<file path="src/sv/depth_sort_descending_defines.svh">
// Assertion macros used by the depth sorter RTL.
`ifndef DEPTH_SORT_DESCENDING_DEFINES_SVH
`define DEPTH_SORT_DESCENDING_DEFINES_SVH

// Same-cycle implication, sampled on clk, off while rst_n is low.
`define DSD_ASSERT_NOW(label, ante, cons, msg) \
  label: assert property (@(posedge clk) disable iff (!rst_n) (ante) |-> (cons)) \
    else $error(msg);

// Next-cycle implication, sampled on clk, off while rst_n is low.
`define DSD_ASSERT_NEXT(label, ante, cons, msg) \
  label: assert property (@(posedge clk) disable iff (!rst_n) (ante) |=> (cons)) \
    else $error(msg);

`endif

</file>
<file path="src/sv/dsd_pkg.sv">
// Types and constants shared by the depth sorter modules.
`default_nettype none

package dsd_pkg;

  localparam int KEY_BITS  = 32;
  localparam int PORT_TAG_BITS = 16;

  // Per-cycle command broadcast to every cell of the chain.
  typedef struct packed {
    logic load;  // insert the incoming pair
    logic pop;   // shift toward cell 0 after an output beat
  } cell_ctrl_t;

endpackage

`default_nettype wire

</file>
<file path="src/sv/dsd_cell.sv">
// One cell of the insertion chain: holds one (key, tag) pair.
`default_nettype none

module dsd_cell #(
  parameter int TW = 16
) (
  input  wire logic                                 clk,
  input  wire dsd_pkg::cell_ctrl_t                  ctrl,
  input  wire logic signed [dsd_pkg::KEY_BITS-1:0]  in_key,
  input  wire logic [TW-1:0]                        in_tag,
  input  wire logic                                 occ,
  input  wire logic                                 prev_stay,
  input  wire logic signed [dsd_pkg::KEY_BITS-1:0]  prev_key,
  input  wire logic [TW-1:0]                        prev_tag,
  input  wire logic signed [dsd_pkg::KEY_BITS-1:0]  next_key,
  input  wire logic [TW-1:0]                        next_tag,
  output logic                                      stay,
  output logic signed [dsd_pkg::KEY_BITS-1:0]       key,
  output logic [TW-1:0]                             tag
);

  logic signed [dsd_pkg::KEY_BITS-1:0] key_r, key_nxt;
  logic [TW-1:0]                       tag_r, tag_nxt;

  // Hold when this pair is at least as deep as the new one: equal keys keep order.
  assign stay = occ && (key_r >= in_key);

  always_comb begin
    key_nxt = key_r;
    tag_nxt = tag_r;
    if (ctrl.pop) begin
      key_nxt = next_key;
      tag_nxt = next_tag;
    end else if (ctrl.load && !stay) begin
      if (prev_stay) begin
        key_nxt = in_key;
        tag_nxt = in_tag;
      end else begin
        key_nxt = prev_key;
        tag_nxt = prev_tag;
      end
    end
  end

  always_ff @(posedge clk) begin
    key_r <= key_nxt;
    tag_r <= tag_nxt;
  end

  assign key = key_r;
  assign tag = tag_r;

endmodule

`default_nettype wire

</file>
<file path="config.mk">
export PLATFORM = sky130hd
export DESIGN_NAME = dsd_cell
export DESIGN_NICKNAME = d
export VERILOG_FILES = /design/src/sv/depth_sort_descending_defines.svh /design/src/sv/dsd_pkg.sv /design/src/sv/dsd_cell.sv
export SDC_FILE = /design/constraint.sdc
export NUM_CORES = 1
export LEC_CHECK = 0
export ABC_AREA = 1
export BUFFER_PORTS_ARGS = -buffer_cell sky130_fd_sc_hd__buf_4
export CAP_MARGIN = 0
export CORE_UTILIZATION = 47
export DETAILED_ROUTE_END_ITERATION = 8
export PLACE_DENSITY_LB_ADDON = 0.12
export SYNTH_ARGS = -nofsm -noshare
export SYNTH_HDL_FRONTEND = slang
export SYNTH_SLANG_ARGS = --single-unit
</file>
<file path="constraint.sdc">
create_clock -name clk -period 6.9 [get_ports clk]
set_input_delay 0.69 -clock clk [delete_from_list [all_inputs] [get_ports clk]]
set_output_delay 0.69 -clock clk [all_outputs]
set_load 0.02 [all_outputs]
</file>
==> summary.txt <==
Synthesis
  • Mean Syn Cell Area: 7.93 µm²
  • Synth Instances: roughly 410
  • Synth warnings: 0
  • XOR/XNOR share of the synthesized area: 0%
  • Adder-cell share of the synthesized area: 12.2%
  • Post-synthesis compound-gate area fraction: 17.8%
  • Post-synthesis mux area share: 0%
  • Post-synth top area cell: edfxtp_1
  • #FFs+latches synth: 48
  • Sequential area share after synthesis: between 40% and 50%
  • Largest family of logic cells by synthesized area: simple AND/OR/NAND/NOR gates
  • Synth cell types: 20
  • Mapped Area: between 0.003 and 0.004 mm²
  • Post-synth top area share: 44.0%
  • Syn_nets: about 600
  • Largest cells by area after synthesis: edfxtp_1 44%, nand2_1 14%, ha_1 12%, o21ai_0 8.9%, a21oi_1 7.6%
  • Simple-gate area share of the yosys netlist: between 10% and 20%

Floorplan
  • Total I/O pin count: ~200
  • Die span in x: ~85 µm
  • CORE AREA: just under 0.007 mm²
  • Starting Density: about half
  • Total die area: 0.00731 mm²
  • Row count: 30
  • Die Y: 85.5 µm

Critical path
  • Crit path depth: 16
  • Crit-path max cell delay: approximately 0.82 ns
  • Setup crit end kind: flip-flop
  • Crit path max-delay family: simple AND/OR/NAND/NOR gates
  • FF-to-FF path depth: 13
  • Internal reg-to-reg setup slack: ~4.0 ns
  • Peak fanout along the critical path: between 40 and 50
  • CP Cell Sequence: buf_4 -> inv_1 -> ha_1 -> a21oi_1 -> nor2_1 -> nor2_1 -> nand2_1 -> nand2_1 -> nand2_1 -> nand2_1 -> nand2_1 -> nand2_1 -> nand3_1 -> nand2_1 -> nand2_1 -> nand2_2
  • CP most frequent cell: nand2_1
  • CP Launch Type: input pin
  • Worst Path Arrival: between 2 and 3 ns
  • CP max-delay cell: nand2_2
  • Buf/Inv on CP: 2
  • CP Data Required Time: 6.82 ns
  • CP Class: in2reg

CTS
  • H-Tree Depth: 2
  • Setup bufs post-CTS: 0
  • Clock buffer depth: 2
  • CTS root buf: clkbuf_8
  • Worst skew pair latency: approximately 0.30 ns
  • CTS buffer count: 5
  • Clk slew on worst S/H paths: about 0.090 ns
  • CTS tree: yes
  • Resized Gates After CTS: 0
  • CTS Hold Buffers Added: 0
  • Clock sinks: 48

Finish
  • Nets: between 700 and 800
  • Layout cells sized above 1: a little over a third
  • Area Growth Syn to Fin: 48.4%
  • # diodes: 0
  • Final Core Density: 71.9%

Place
  • Routability cong.: approximately 0.76
  • IO Port Bufs: around 200
  • Dpl hpwl: between 7 and 8 mm

Run status
  • Status: finished, final reports clean

Pwr
  • Tot Pwr: a little over 800 µW
  • Worst vdd ir: around 100 µV
  • P_leak: 2.47 nW
  • Pwr Density: roughly 170 mW/mm²

Hold path
  • Worst hold path class: in2reg
  • Hold Path Stages: 3

STA
  • Final setup viols: 0
  • Post-Route Setup TNS: 0 ns
  • Max-slew headroom: a little under a quarter
  • Hold_ws: approximately 0.66 ns
  • Post-route minimum period: 2.98 ns
  • Unrepaired setup endpoints after global routing: false
  • Max Slew Vio Count: 0
  • Final period util: between 40% and 50%
  • Worst-Margin Slew: about 1.1 ns
  • Achievable Freq: ~340 MHz
  • Clk_skew: roughly 0.0038 ns
  • Hold Vio Cnt, Final: 0

GRT
  • Tot GR Track Use: 26.0%
  • Gr ovfl total: 0
  • First-pass GRT wire length: ~15 mm
  • Largest net degree at the start of global routing: roughly 80
  • Vias in the first global route: around 3400
  • Initial antenna violation count: 0

Routing
  • Via-to-Cell Ratio: a little over 5
  • Initial DRC Count: approximately 150
  • First-pass DRT Iterations: 4
  • Avg WL per Cell: 13.6 µm
  • DRT Wirelength: a little over 9 mm
  • DRC: 0
  • Vias post-DR: 3428
  • Post-DRT Antenna Nets: 0

Flow run
  • Max-Cap Viols: 0
[registers in the layout, summed over array words and instances (netlist names)]
name,flops
key,32
tag,16
[path summary, 6_finish.rpt]
| check | start | to |
|---|---|---|
| max | in_key[5] | tag[3] |
| min | next_key[7] | key[7] |
| max reg2reg | key[31] | tag[3] |
| min reg2reg | key[31] | key[8] |
[layout make-up]
cell class	count	area, µm²
clock inverters	3	13.8
inverters	45	169
multi-input cells	301	1590
repair buffers	197	1480
fillers	564	1900
flip-flops and latches	48	1440
well taps	80	100
clock buffers	5	68.8
[synthesized netlist by cell type (all sizes together)]
master  count
a21o        1
a21oi      51
buf         7
clkbuf     12
clkinv      2
edfxtp     48
ha         32
inv        43
nand2     120
nand3       3
nand4       2
nor2       30
o21a        2
o21ai      60
[placed cells by master (no fill, tap or decap)]
master | netlist | layout
clkbuf_8 | 0 | 5
nand4_1 | 1 | 1
a21o_1 | 1 | 1
a21oi_2 | 1 | 1
inv_1 | 43 | 43
o21ai_1 | 2 | 2
buf_4 | 0 | 197
nor2_2 | 2 | 2
clkinv_1 | 2 | 3
nand4_2 | 1 | 1
ha_1 | 32 | 32
edfxtp_1 | 48 | 48
o21ai_0 | 58 | 58
clkinv_2 | 0 | 2
nand3_1 | 3 | 3
nand2_1 | 119 | 118
nor2_1 | 28 | 28
a21oi_1 | 50 | 50
o21a_1 | 2 | 2
nand2_2 | 1 | 2
[report_power, final]
| part | switching [mW] | internal (mW) |
|---|---|---|
| Combinational | 0.153 | 0.138 |
| Sequential | 0.0146 | 0.362 |
| Clock | 0.0940 | 0.0691 |
[logic make-up after synthesis]
family	count (synthesis)
buf+inv	64
compound gates	114
simple gates	155
flops	48
fa+ha+maj	32
[worst min-delay path: cells and delay by family]
kind,cells,cell delay (ns)
AO/OA/AOI/OAI,1,0.05
buffers and inverters,1,0.07
AND/OR/NAND/NOR,1,0.04
[metrics by stage]
step | setup WS (ns) | instances | instance area, µm²
6_report | 3.92 | 679 | 4860
5_1_grt | 3.66 | 679 | 4860
4_1_cts | 3.88 | 679 | 4860
3_5_place_dp | 3.56 | 671 | 4780
3_3_place_gp | 3.70 | 671 | 4780
2_1_floorplan | 3.71 | 413 | 3280
[metal layers]
| layer | vias up | wire length [µm] | GRT usage (%) |
|---|---|---|---|
| met1 | 1536 | 3470 | 28.3 |
| met3 | 9 | 831 | 9.24 |
| met4 | 0 | 111 | 5.91 |
| met5 | - | 0 | 0 |
| li1 | 1753 | - | - |
| met2 | 130 | 4800 | 48.2 |
(Power assumes the default switching activity.)
